File: src/sv/link_cycle_checker_unit_macros.svh
// assertion macros used by the link cycle checker datapath
// no dependencies; included by lcc_dpath, which carries the concurrent checks
`ifndef LINK_CYCLE_CHECKER_UNIT_MACROS_SVH
`define LINK_CYCLE_CHECKER_UNIT_MACROS_SVH

// same-cycle implication, disabled while reset is held
`define LCC_ASSERT_IMP(lbl, clk, rstn, ante, cons, msg) \
  lbl: assert property (@(posedge clk) disable iff (!rstn) (ante) |-> (cons)) \
    else $error(msg);

// next-cycle implication, disabled while reset is held
`define LCC_ASSERT_NXT(lbl, clk, rstn, ante, cons, msg) \
  lbl: assert property (@(posedge clk) disable iff (!rstn) (ante) |=> (cons)) \
    else $error(msg);

`endif

File: src/sv/lcc_pkg.sv
// shared types, constants and helpers for the link cycle checker
// no dependencies; imported by the controller, the datapath and the top level
`timescale 1ns / 1ps
`default_nettype none

package lcc_pkg;

  localparam int NODES  = 64;
  localparam int NODE_W = 6;

  // command codes
  typedef enum logic [1:0] {
    CMD_CLEAR = 2'd0,
    CMD_ADD   = 2'd1,
    CMD_QUERY = 2'd2
  } cmd_t;

  // input beat
  typedef struct packed {
    logic [1:0]        cmd;
    logic [NODE_W-1:0] src_node;
    logic [NODE_W-1:0] dst_node;
    logic              link_enabled;
  } in_t;

  // result beat
  typedef struct packed {
    logic       would_cycle;
    logic [1:0] done_kind;
  } out_t;

  // controller states
  typedef enum logic [2:0] {
    ST_IDLE,
    ST_CLEAR,
    ST_ADD_RD,
    ST_ADD_WR,
    ST_Q_INIT,
    ST_WALK
  } state_t;

  // controller to datapath commands
  typedef struct packed {
    logic load;
    logic clear_all;
    logic add_rd;
    logic add_wr;
    logic q_init;
    logic q_step;
    logic emit;
  } ctl_t;

  // datapath to controller status
  typedef struct packed {
    logic       same_node;
    logic       hit;
    logic       pending;
    logic       inflight;
  } sts_t;

  // index of the lowest set bit, zero when none is set
  function automatic logic [NODE_W-1:0] lowest_set(input logic [NODES-1:0] vec);
    logic [NODE_W-1:0] idx;
    idx = '0;
    for (int i = NODES - 1; i >= 0; i--) begin
      if (vec[i]) begin
        idx = NODE_W'(i);
      end
    end
    return idx;
  endfunction

endpackage

`default_nettype wire

File: src/sv/lcc_ctrl.sv
// controller state machine for the link cycle checker
// depends on lcc_pkg; drives the datapath through ctl_t, reads sts_t
`timescale 1ns / 1ps
`default_nettype none

module lcc_ctrl (
  input  wire logic          clk,
  input  wire logic          rst_n,
  input  wire logic          start,
  input  wire logic [1:0]    in_cmd,
  input  wire lcc_pkg::sts_t sts,
  output logic               busy,
  output lcc_pkg::ctl_t      ctl
);
  import lcc_pkg::*;

  state_t state_r, state_nxt;

  // next state
  always_comb begin
    state_nxt = state_r;
    case (state_r)
      ST_IDLE: begin
        if (start) begin
          case (cmd_t'(in_cmd))
            CMD_CLEAR: state_nxt = ST_CLEAR;
            CMD_ADD:   state_nxt = ST_ADD_RD;
            CMD_QUERY: state_nxt = ST_Q_INIT;
            default:   state_nxt = ST_IDLE;
          endcase
        end
      end
      ST_CLEAR:  state_nxt = ST_IDLE;
      ST_ADD_RD: state_nxt = ST_ADD_WR;
      ST_ADD_WR: state_nxt = ST_IDLE;
      ST_Q_INIT: state_nxt = sts.same_node ? ST_IDLE : ST_WALK;
      ST_WALK: begin
        if (sts.hit || (!sts.pending && !sts.inflight)) begin
          state_nxt = ST_IDLE;
        end
      end
      default: state_nxt = ST_IDLE;
    endcase
  end

  // outputs
  always_comb begin
    ctl  = '0;
    busy = 1'b1;
    case (state_r)
      ST_IDLE: begin
        busy     = 1'b0;
        ctl.load = start;
      end
      ST_CLEAR: begin
        ctl.clear_all = 1'b1;
        ctl.emit      = 1'b1;
      end
      ST_ADD_RD: ctl.add_rd = 1'b1;
      ST_ADD_WR: begin
        ctl.add_wr = 1'b1;
        ctl.emit   = 1'b1;
      end
      ST_Q_INIT: begin
        ctl.q_init = 1'b1;
        ctl.emit   = sts.same_node;
      end
      ST_WALK: begin
        ctl.q_step = 1'b1;
        ctl.emit   = sts.hit || (!sts.pending && !sts.inflight);
      end
      default: ctl = '0;
    endcase
  end

  always_ff @(posedge clk) begin
    if (!rst_n) begin
      state_r <= ST_IDLE;
    end else begin
      state_r <= state_nxt;
    end
  end

endmodule

`default_nettype wire

File: config.mk
export PLATFORM = sky130hd
export DESIGN_NAME = lcc_ctrl
export DESIGN_NICKNAME = d
export VERILOG_FILES = /design/src/sv/link_cycle_checker_unit_macros.svh /design/src/sv/lcc_pkg.sv /design/src/sv/lcc_ctrl.sv
export SDC_FILE = /design/constraint.sdc
export NUM_CORES = 1
export LEC_CHECK = 0
export BUFFER_PORTS_ARGS = -buffer_cell sky130_fd_sc_hd__buf_4
export CAP_MARGIN = 0
export CELL_PAD_IN_SITES_DETAIL_PLACEMENT = 1
export CELL_PAD_IN_SITES_GLOBAL_PLACEMENT = 2
export CORE_AREA = 2 2 39 41
export DETAILED_ROUTE_END_ITERATION = 8
export DIE_AREA = 0 0 41 43
export PLACE_DENSITY = 0.71
export SYNTH_ARGS = -nofsm -noshare
export SYNTH_HDL_FRONTEND = slang
export SYNTH_SLANG_ARGS = --single-unit
File: constraint.sdc
create_clock -name clk -period 2.6 [get_ports clk]
set_input_delay 0.52 -clock clk [delete_from_list [all_inputs] [get_ports clk]]
set_output_delay 0.52 -clock clk [all_outputs]
set_load 0.01 [all_outputs]
==> Yosys cells after proc, flatten, opt, wreduce, memory -nomap -nowiden <==
Index checks and enable logic that the tools add are counted.
{ "word_totals": {"word_cells": 31, "regBits": 3, "output_inout_bits": 8} }
{ "classes": {"eq_ne": 9, "n_reduce_logical": 8, "n_mux": 13} }
{ "ops": {"columns": ["op", "count"], "rows": [
  ["case mux 3 bit (4 select lines)", 1],
  ["2-to-1 mux 3 bit", 3],
  ["case mux 3 bit (3 select lines)", 1],
  ["2-to-1 mux 1 bit", 7],
  ["equality test 3 x 2 -> 1 bit, second input constant", 2],
  ["equality test 3 bit, second input constant", 2],
  ["inequality test 2 bit, second input constant", 2],
  ["equality test 3 x 1 -> 1 bit, second input constant", 1],
  ["logical NOT 3 bit", 1],
  ["case mux 1 bit (3 select lines)", 1],
  ["equality test 2 x 1 -> 1 bit, second input constant", 1],
  ["equality test 2 bit, second input constant", 1],
  ["logical NOT 1 bit", 2],
  ["logical NOT 2 bit", 1],
  ["AND reduction 2 bit", 1],
  ["OR reduction 2 bit", 1],
  ["logical AND 1 bit", 1],
  ["logical OR 1 bit", 1]
]} }

==> Depth between registers and ports, before layout <==
Gate-level depths: netlist of the first run.
{ "depth": {"ltp_word": 5, "mapped_depth": 4, "ltp_nobuf": 3} }

==> Least setup slack after synthesis of the first run <==
No wires, ideal clock.
{ "synth_path": {"path_type": "input to output", "startpoint": "in sts[0] in the netlist's numbering", "endpoint": "out ctl[0] in the netlist's numbering", "slack_ps": 1051, "arrival_time_ps": 1029, "stages": 3, "cell_sequence": "o21ba_2 -> o21ai_0 -> a22o_1"} }
{ "synth_rtl": {"columns": ["element", "line", "rtl"], "rows": [
  ["from (decl)", "lcc_ctrl.sv:11", "input wire lcc_pkg::sts_t sts,"],
  ["to (decl)", "lcc_ctrl.sv:13", "output lcc_pkg::ctl_t ctl"]
]} }

==> results of run 1 <==
==> layout make-up <==
| type | count | area, µm² | share of cell area (%) |
|---|---|---|---|
| repair buffers | 16 | 120 | 30.0 |
| flip-flops and latches | 3 | 60.1 | 15.0 |
| inverters | 1 | 3.75 | 0.938 |
| well taps | 16 | 20.0 | 5.00 |
| multi-input cells | 21 | 170 | 42.5 |
| clock buffers | 4 | 26.3 | 6.56 |
==> tightest hold or removal path: cells and delay by family <==
family | cells | cell delay, ps
buffers and inverters | 1 | 110
AND/OR/NAND/NOR | 2 | 150
==> report_power, final <==
part / internal, µW / switching, µW / total [µW]
clock: 57.6 / 24.9 / 82.5
sequential: 49.0 / 8.35 / 57.3
combinational: 29.2 / 16.8 / 45.9
==> placed cells by master (no fill, tap or decap) <==
cell type  netlist  final
buf_4            0     16
nor3b_1          3      3
o21ai_0          3      3
clkbuf_4         0      3
dfxtp_1          3      3
and3b_1          2      2
nand3_1          2      2
nand3b_1         2      2
or3_1            1      1
nor3b_2          1      1
o21ba_2          1      1
a22o_1           1      1
nor4b_4          1      1
inv_1            1      1
a31oi_1          1      1
nor4b_1          1      1
nand4b_1         1      1
nor3_1           1      1
clkbuf_1         0      1
==> metrics by stage <==
| step | std cells | power (µW) | util, % |
|---|---|---|---|
| after floorplan | 28 | 81.5 | - |
| after global placement | 57 | 103 | 27.0 |
| after detailed placement | 57 | 104 | 27.0 |
| after CTS | 61 | 190 | 28.9 |
| after global routing | 61 | 199 | 28.9 |
| final | 61 | 186 | 28.9 |
==> metal layers <==
layer / vias to the layer above / part of all wire [%]
met3: 0 / 5.1
met4: 0 / 0
met2: 7 / 51
li1: 140 / -
met1: 129 / 44
met5: - / 0
==> worst max-delay path by stage <==
stage                     from  endpoint  cells past startpoint
finish              state_r[2]    ctl[0]                      3
global route        state_r[2]    ctl[0]                      3
CTS                 state_r[2]    ctl[0]                      3
detailed placement      sts[0]    ctl[0]                      5
global placement        sts[2]    ctl[0]                      5
floorplan               sts[0]    ctl[0]                      3
==> cell families after synthesis <==
group | count (synthesis)
simple gates | 15
flops | 3
compound gates | 6
buf+inv | 4
==> flow_summary.yaml, run 1 <==
cells_and_area:
  final_cell_area_um2: 400
  top_register: "state_r"
  largest_reg_flops: 3
  syn_to_final_growth_pct: 53.1
  layout-drive-gt1-share_pct: 48.9
  num_antenna_cells: 0
  nets: 55
  nFillCells: 176
  top_regs: "state_r: 3 flops"
yosys:
  ys_ff_latch: 3
  syn_avg_cell_area_um2: 9.34
  synth_top_area_share_pct: 23.0
  synthTopCellsByArea: "dfxtp_1 (23%), nor4b_4 (9.1%), buf_6 (8.6%)"
  synthCells: 28
  netlist_top_cells_count: "dfxtp_1 (3), nor3b_1 (3), o21ai_0 (3)"
  yosys.area_share.simple_pct: 49.8
  synth_compound_area_share_pct: 15.3
  synth_mux_area_share_pct: 0
  ys.flop_type: "dfxtp_1"
  yosysTopAreaCell: "dfxtp_1"
  synth_xor_xnor_area_share_pct: 0
  yosys.area_share.adder_pct: 0
  async_flop_share_pct: 0
  synth-edff-count: 0
  synth_area_um2: 262
  synth_top_family_by_area: "simple AND/OR/NAND/NOR gates"
  ys_seq_area_share_pct: 23.0
  synth_nets: 37
  synth_cell_type_count: 18
  synth-warning-count: 0
timing:
  tns_ps: 0
  setup_violations: 0
  fmax_mhz: 516
  slew_headroom_pct: 73.2
  fin_crit_ps: 1940
  setup_ws_ps: 663
  hold_violations: 0
  period_share_pct: 74.5
  worstMarginPinSlew_ps: 402
  hold_ws_ps: 584
  grt_setup_unrepaired: "no"
  drv_slew: 0
  fin_skew_ps: 5.96
routing:
  wl_per_cell_um: 12.2
  drt-total-wl_um: 746
  remaining_drc_errors: 0
  vias: 276
  routed_via_density: 4.52
  first_pass_iters: 1
  drtIter0Drc: 0
  ant_nets: 0
clock_network:
  insertion_delay_ps: 230
  clk_path_buf_depth: 2
  htreeDepth: 1
  clock-root-buffer: "clkbuf_4"
  cts_made_buffers: 3
  cts_setup_buffers: 0
  cts_hold_buf: 0
  cts_tree: "yes"
  cts_sinks: 3
  ctsResizeCount: 0
  clk_pin_slew_ps: 40
power:
  p_leak_uw: 0.000190
  vdd_drop_max_uv: 110
  p_per_area_nw_per_um2: 464
placed_design:
  port_buffers: 16
  pre_cts_slack_ps: 783
  placed_area_um2: 374
  place.gp.congestion: 0.704
worst_setup_path:
  critPathRequiredTime_ps: 2080
  cp.arrival_ps: 1420
  cp-end-kind: "output port"
  r2r_end: "state_r[2]"
  r2r-start: "state_r[2]"
  reg2reg_depth: 3
  critPathLaunchType: "flop"
  r2r_slack_ps: 1460
  crit_path_max_incr_delay_ps: 560
  cp_top_family: "flip-flops"
  critPathMaxFanout: 11
  path_cells: "nor3b_2, a22o_1, buf_4"
  critPathBufInv: 1
  critPathKind: "reg2out"
  slowest_stage: "dfxtp_1"
floorplanning:
  die_y_um: 43
  rows: 14
  initial_core_util_pct: 18.9
  ios: 17
  dieArea_um2: 1760
  chipWidth_um: 41
  core_um2: 1380
global_routing:
  use_met3_pct: 1.57
  grt_max_degree: 12
  overflow: 0
  grt_pass1_vias: 266
  met1_usage_pct: 12.5
  grt_pass1_wl_um: 1160
  busiest_layer: "met2"
  grt_usage_pct: 9.62
  met2_usage_pct: 14.1
  antenna_found_initial: 0
worst_hold_path:
  hold-path-endpoint: "state_r[2]"
  hold_depth: 3
  min_path_type: "in2reg"
  worstHoldStart: "rst_n"
run_status:
  status: "complete, no violations"
run:
  maxCapViolations: 0
Power figures use the tool's default switching activity.
==> inputs of run 2 (changes only) <==
--- a/config.mk
+++ b/config.mk
@@ -5,14 +5,15 @@
 export SDC_FILE = /design/constraint.sdc
 export NUM_CORES = 1
 export LEC_CHECK = 0
+export ABC_AREA = 1
 export BUFFER_PORTS_ARGS = -buffer_cell sky130_fd_sc_hd__buf_4
 export CAP_MARGIN = 0
 export CELL_PAD_IN_SITES_DETAIL_PLACEMENT = 1
 export CELL_PAD_IN_SITES_GLOBAL_PLACEMENT = 2
-export CORE_AREA = 2 2 39 41
+export CORE_AREA = 2 2 41 47
 export DETAILED_ROUTE_END_ITERATION = 8
-export DIE_AREA = 0 0 41 43
-export PLACE_DENSITY = 0.71
+export DIE_AREA = 0 0 43 49
+export PLACE_DENSITY = 0.67
 export SYNTH_ARGS = -nofsm -noshare
 export SYNTH_HDL_FRONTEND = slang
 export SYNTH_SLANG_ARGS = --single-unit
==> constraint.sdc (replaced) <==
create_clock -name clk -period 1.9 [get_ports clk]
set_input_delay 0.38 -clock clk [delete_from_list [all_inputs] [get_ports clk]]
set_output_delay 0.38 -clock clk [all_outputs]
set_load 0.01 [all_outputs]
==> flow_summary.yaml, run 2 <==
run_status:
  status: "complete, no violations"
clock_network:
  insertion_delay_ps: 250
  clock-root-buffer: "clkbuf_4"
  ctsResizeCount: 0
  cts_made_buffers: 3
  clk_pin_slew_ps: 40
  htreeDepth: 1
  cts_tree: "yes"
  cts_sinks: 3
  cts_hold_buf: 0
  cts_setup_buffers: 0
  clk_path_buf_depth: 2
routing:
  wl_per_cell_um: 8.88
  ant_nets: 0
  routed_via_density: 4.00
  drtIter0Drc: 0
  first_pass_iters: 1
  drt-total-wl_um: 719
  vias: 324
  remaining_drc_errors: 0
worst_hold_path:
  hold-path-endpoint: "state_r[0]"
  worstHoldStart: "rst_n"
  min_path_type: "in2reg"
  hold_depth: 3
yosys:
  yosysMostFrequentCell: "inv_1"
  netlist_top_cells_count: "inv_1 (10), nand2_1 (6), nor2_1 (6), nor2_2 (4)"
  synth-warning-count: 0
  synthCells: 43
  synth_top_area_share_pct: 23.0
  async_flop_share_pct: 0
  synthTopCellsByArea: "dfxtp_1 (23%), inv_1 (14%), nor2_2 (9.6%)"
  ys_ff_latch: 3
  synth_area_um2: 262
  synth_cell_type_count: 15
  synth_nets: 52
  synth-edff-count: 0
  syn_avg_cell_area_um2: 6.08
  ys_seq_area_share_pct: 23.0
  ys.flop_type: "dfxtp_1"
  yosysTopAreaCell: "dfxtp_1"
worst_setup_path:
  critPathMaxFanout: 4
  cp-end-kind: "output port"
  r2r_slack_ps: 830
  cp.arrival_ps: 1230
  r2r_end: "state_r[1]"
  critPathRequiredTime_ps: 1520
  critPathLaunchType: "flop"
  critPathKind: "reg2out"
  r2r-start: "state_r[0]"
  reg2reg_depth: 5
power:
  p_leak_uw: 0.000232
  vdd_drop_max_uv: 323
  p_per_area_nw_per_um2: 640
floorplanning:
  dieArea_um2: 2110
  initial_core_util_pct: 15.6
  rows: 16
  ios: 17
  core_um2: 1680
  chipWidth_um: 43
  die_y_um: 49
placed_design:
  place.gp.congestion: 0.619
  dpl.cell_count: 77
  place_hpwl_um: 611
  port_buffers: 16
  pre_cts_slack_ps: 377
global_routing:
  grt_pass1_wl_um: 1320
  overflow: 0
  grt_usage_pct: 8.70
  grt_pass1_vias: 338
  antenna_found_initial: 0
  grt_max_degree: 7
cells_and_area:
  final_common_cell: "buf_4"
  syn_to_final_growth_pct: 64.6
  top_register: "state_r"
  final_cells: 81
  largest_reg_flops: 3
  layout-drive-gt1-share_pct: 44.4
  layout_common_cells: "buf_4 (16), inv_1 (10), nand2_1 (6), nor2_1 (6), nor2_2 (4)"
  nFillCells: 230
  top_regs: "state_r: 3 flops"
  nets: 73
  num_antenna_cells: 0
  fin_util_pct: 25.6
timing:
  drv_slew: 0
  setup_ws_ps: 290
  grt_setup_unrepaired: "no"
  fmax_mhz: 621
  hold_ws_ps: 423
  setup_violations: 0
  fin_skew_ps: 6.39
  tns_ps: 0
  slew_headroom_pct: 81.6
  hold_violations: 0
  fin_crit_ps: 1610
  period_share_pct: 84.7
  worstMarginPinSlew_ps: 273
run:
  maxCapViolations: 0
[run 2: cell count changes after synthesis, sizes merged, moves of 2 or more]
cell,previous run,this run
inv,1,11
nor2,0,10
nand2,0,7
buf,3,0
nor3b,4,1
a21oi,0,2
and3b,2,0
nand3,2,4
nand3b,2,0
nor4b,2,0
[run 2: logic make-up (layout without fill, tap and decap cells)]
group                  count (synthesis)  count (layout)  share of synthesized area (%)
AND/OR/NAND/NOR                       23              23                           47.4
flip-flops                             3               3                           23.0
AO/OA/AOI/OAI                          6               6                           13.9
buffers and inverters                 11              31                           15.8
[run 2: area by class of cell]
class | instances | area, µm² | area share [%]
Multi-Input combinational cell | 29 | 160 | 37.2
Timing Repair Buffer | 16 | 120 | 27.9
Sequential cell | 3 | 60.1 | 14.0
Inverter | 11 | 41.3 | 9.59
Clock buffer | 4 | 26.3 | 6.10
Tap cell | 18 | 22.5 | 5.23
[run 2: how the worst max path moves through the flow]
stage               slack [ps]       start     end  cells past startpoint
floorplan                  540  state_r[2]  ctl[0]                      4
global route               150  state_r[2]  ctl[0]                      5
global placement           390      sts[0]  ctl[0]                      5
CTS                        260  state_r[2]  ctl[0]                      5
detailed placement         380      sts[0]  ctl[0]                      5
finish                     290  state_r[2]  ctl[0]                      5
[run 2: stage by stage]
| stage | cell area, µm² | power (µW) |
|---|---|---|
| finish | 430 | 275 |
| detailed placement | 404 | 158 |
| global route | 430 | 299 |
| floorplan | 262 | 119 |
| CTS | 430 | 281 |
| global placement | 404 | 157 |
[run 2: report_power, final]
part           switching (µW)  leakage [µW]  total [µW]  internal, µW
Clock                    40.8     0.0000150         120          79.2
Combinational            41.1      0.000192        82.5          41.3
Sequential               5.67     0.0000245        72.9          67.2
[run 2: worst max-delay path, stage by stage, from the launching register on]
cell and delay, ps:
dfxtp_1 390, inv_1 70, nor3_1 200, nand2_1 90
o211ai_1 90, buf_4 150
[run 2: per-layer routing]
metal / routed length, µm / GRT usage [%]
met5: 0 / 0
met4: 18 / 6.06
met3: 43 / 4.81
met2: 367 / 13.1
met1: 289 / 8.97
==> inputs of run 3 (changes only) <==
--- a/config.mk
+++ b/config.mk
@@ -10,10 +10,10 @@
 export CAP_MARGIN = 0
 export CELL_PAD_IN_SITES_DETAIL_PLACEMENT = 1
 export CELL_PAD_IN_SITES_GLOBAL_PLACEMENT = 2
-export CORE_AREA = 2 2 41 47
+export CORE_AREA = 2 2 43 49
 export DETAILED_ROUTE_END_ITERATION = 8
-export DIE_AREA = 0 0 43 49
-export PLACE_DENSITY = 0.67
+export DIE_AREA = 0 0 45 51
+export PLACE_DENSITY = 0.64
 export SYNTH_ARGS = -nofsm -noshare
 export SYNTH_HDL_FRONTEND = slang
 export SYNTH_SLANG_ARGS = --single-unit
==> constraint.sdc (replaced) <==
create_clock -name clk -period 1.4 [get_ports clk]
set_input_delay 0.28 -clock clk [delete_from_list [all_inputs] [get_ports clk]]
set_output_delay 0.28 -clock clk [all_outputs]
set_load 0.01 [all_outputs]
==> flow_summary.yaml, run 3 (synthesized netlist as in run 2, its figures left out) <==
timing:
  drv_slew: 0
  grt_setup_unrepaired: "yes"
  setup_ws_ps: 12.5
  fin_crit_ps: 1390
  fmax_mhz: 721
  fin_skew_ps: 5.12
  slew_headroom_pct: 81.6
  worstMarginPinSlew_ps: 273
  period_share_pct: 99.1
  setup_violations: 0
  hold_violations: 0
cells_and_area:
  syn_to_final_growth_pct: 96.2
  nets: 78
  num_antenna_cells: 0
  layout-drive-gt1-share_pct: 55.9
  top_register: "state_r"
  top_regs: "state_r: 3 flops"
  largest_reg_flops: 3
  nFillCells: 248
  final_common_cell: "buf_4"
  layout_common_cells: "buf_4 (20), inv_1 (9), nand2_1 (6), nor2_1 (6)"
global_routing:
  grt_pass1_vias: 332
  grt_max_degree: 7
  overflow: 0
  grt_usage_pct: 8.14
  grt_pass1_wl_um: 1320
  antenna_found_initial: 0
routing:
  vias: 351
  wl_met1_um: 320
  ant_nets: 0
  remaining_drc_errors: 0
  routed_via_density: 4.03
  wl_per_cell_um: 9.54
  drtIter0Drc: 5
  dr.max_layer_used: "met3"
  drt-total-wl_um: 830
  first_pass_iters: 2
  met2RoutedLength_um: 478
  met3WireLength_um: 31
clock_network:
  clock-root-buffer: "clkbuf_4"
  insertion_delay_ps: 230
  clk_path_buf_depth: 2
  clk_pin_slew_ps: 40
  htreeDepth: 1
  cts_made_buffers: 3
  cts_hold_buf: 0
  cts_sinks: 3
  cts_tree: "yes"
worst_setup_path:
  crit_path_max_incr_delay_ps: 370
  path_cells: "inv_4, nor3_4, nand2_1, o211ai_1, buf_4"
  critPathKind: "reg2out"
  critPathLaunchType: "flop"
  critPathMaxFanout: 3
  cp.arrival_ps: 1110
  slowest_stage: "dfxtp_4"
  cp-end-kind: "output port"
  critPathRequiredTime_ps: 1120
power:
  p_per_area_nw_per_um2: 756
  vdd_drop_max_uv: 362
  totalPowerFinal_uw: 388
  p_leak_uw: 0.000263
floorplanning:
  chipWidth_um: 45
  core_um2: 1870
  rows: 17
  ios: 17
  die_y_um: 51
  dieArea_um2: 2300
  initial_core_util_pct: 14.0
placed_design:
  pre_cts_slack_ps: 123
  place.gp.congestion: 0.637
  place_hpwl_um: 620
  port_buffers: 16
worst_hold_path:
  min_path_type: "in2reg"
run:
  maxCapViolations: 0
run_status:
  status: "complete, no violations"
run 3: worst max-delay path: cells and delay by family, from the launching register on:
family	cells	cell delay, ps
buf+inv	2	180
simple gates	2	230
compound gates	1	80
flops	1	370
run 3: worst paths after layout:
kind                            depth (start not counted)        from         end  slack (ps)
worst min register to register                          3  state_r[2]  state_r[1]         630
worst min-delay path                                    3       rst_n  state_r[0]         330
worst max register to register                          6  state_r[2]  state_r[1]         250
worst max-delay path                                    5  state_r[2]      ctl[0]          10
run 3: repair_timing:
| action | CTS | global route |
|---|---|---|
| cloned | 0 | 0 |
| setup endpoints to repair | 2 | 3 |
| hold endpoints to repair | 0 | 0 |
| resized for setup | 7 | 7 |
| pin swaps | 1 | 5 |
| buffers inserted | 1 | 3 |
run 3: power breakdown:
group	internal (µW)	switching, µW
clock	107	47.5
combinational	68.6	61.4
sequential	90.3	12.8
total	266	122
run 3: stage by stage:
step                      utilization (%)  hold WS, ps  setup TNS (ps)  cell area, µm²  std cells
after floorplan                         -          448               0             262         43
after global placement               22.1          575               0             413         79
after detailed placement             22.1          579               0             413         79
after CTS                            24.9          329               0             465         84
after global routing                 27.4          337           -94.8             513         87
final                                27.4          327               0             513         87
run 3: final cells by class:
type	count	area [µm²]	area share [%]
flip-flops and latches	3	68.8	13.4
multi-input cells	29	184	35.9
repair buffers	21	161	31.5
clock buffers	4	26.3	5.12
inverters	11	48.8	9.51
well taps	19	23.8	4.63
run 3: layer usage:
layer / vias to the layer above / track usage (%)
li1: 183 / -
met1: 161 / 8.07
met4: 0 / 5.88
met5: - / 0
met3: 0 / 2.12
met2: 7 / 14.0
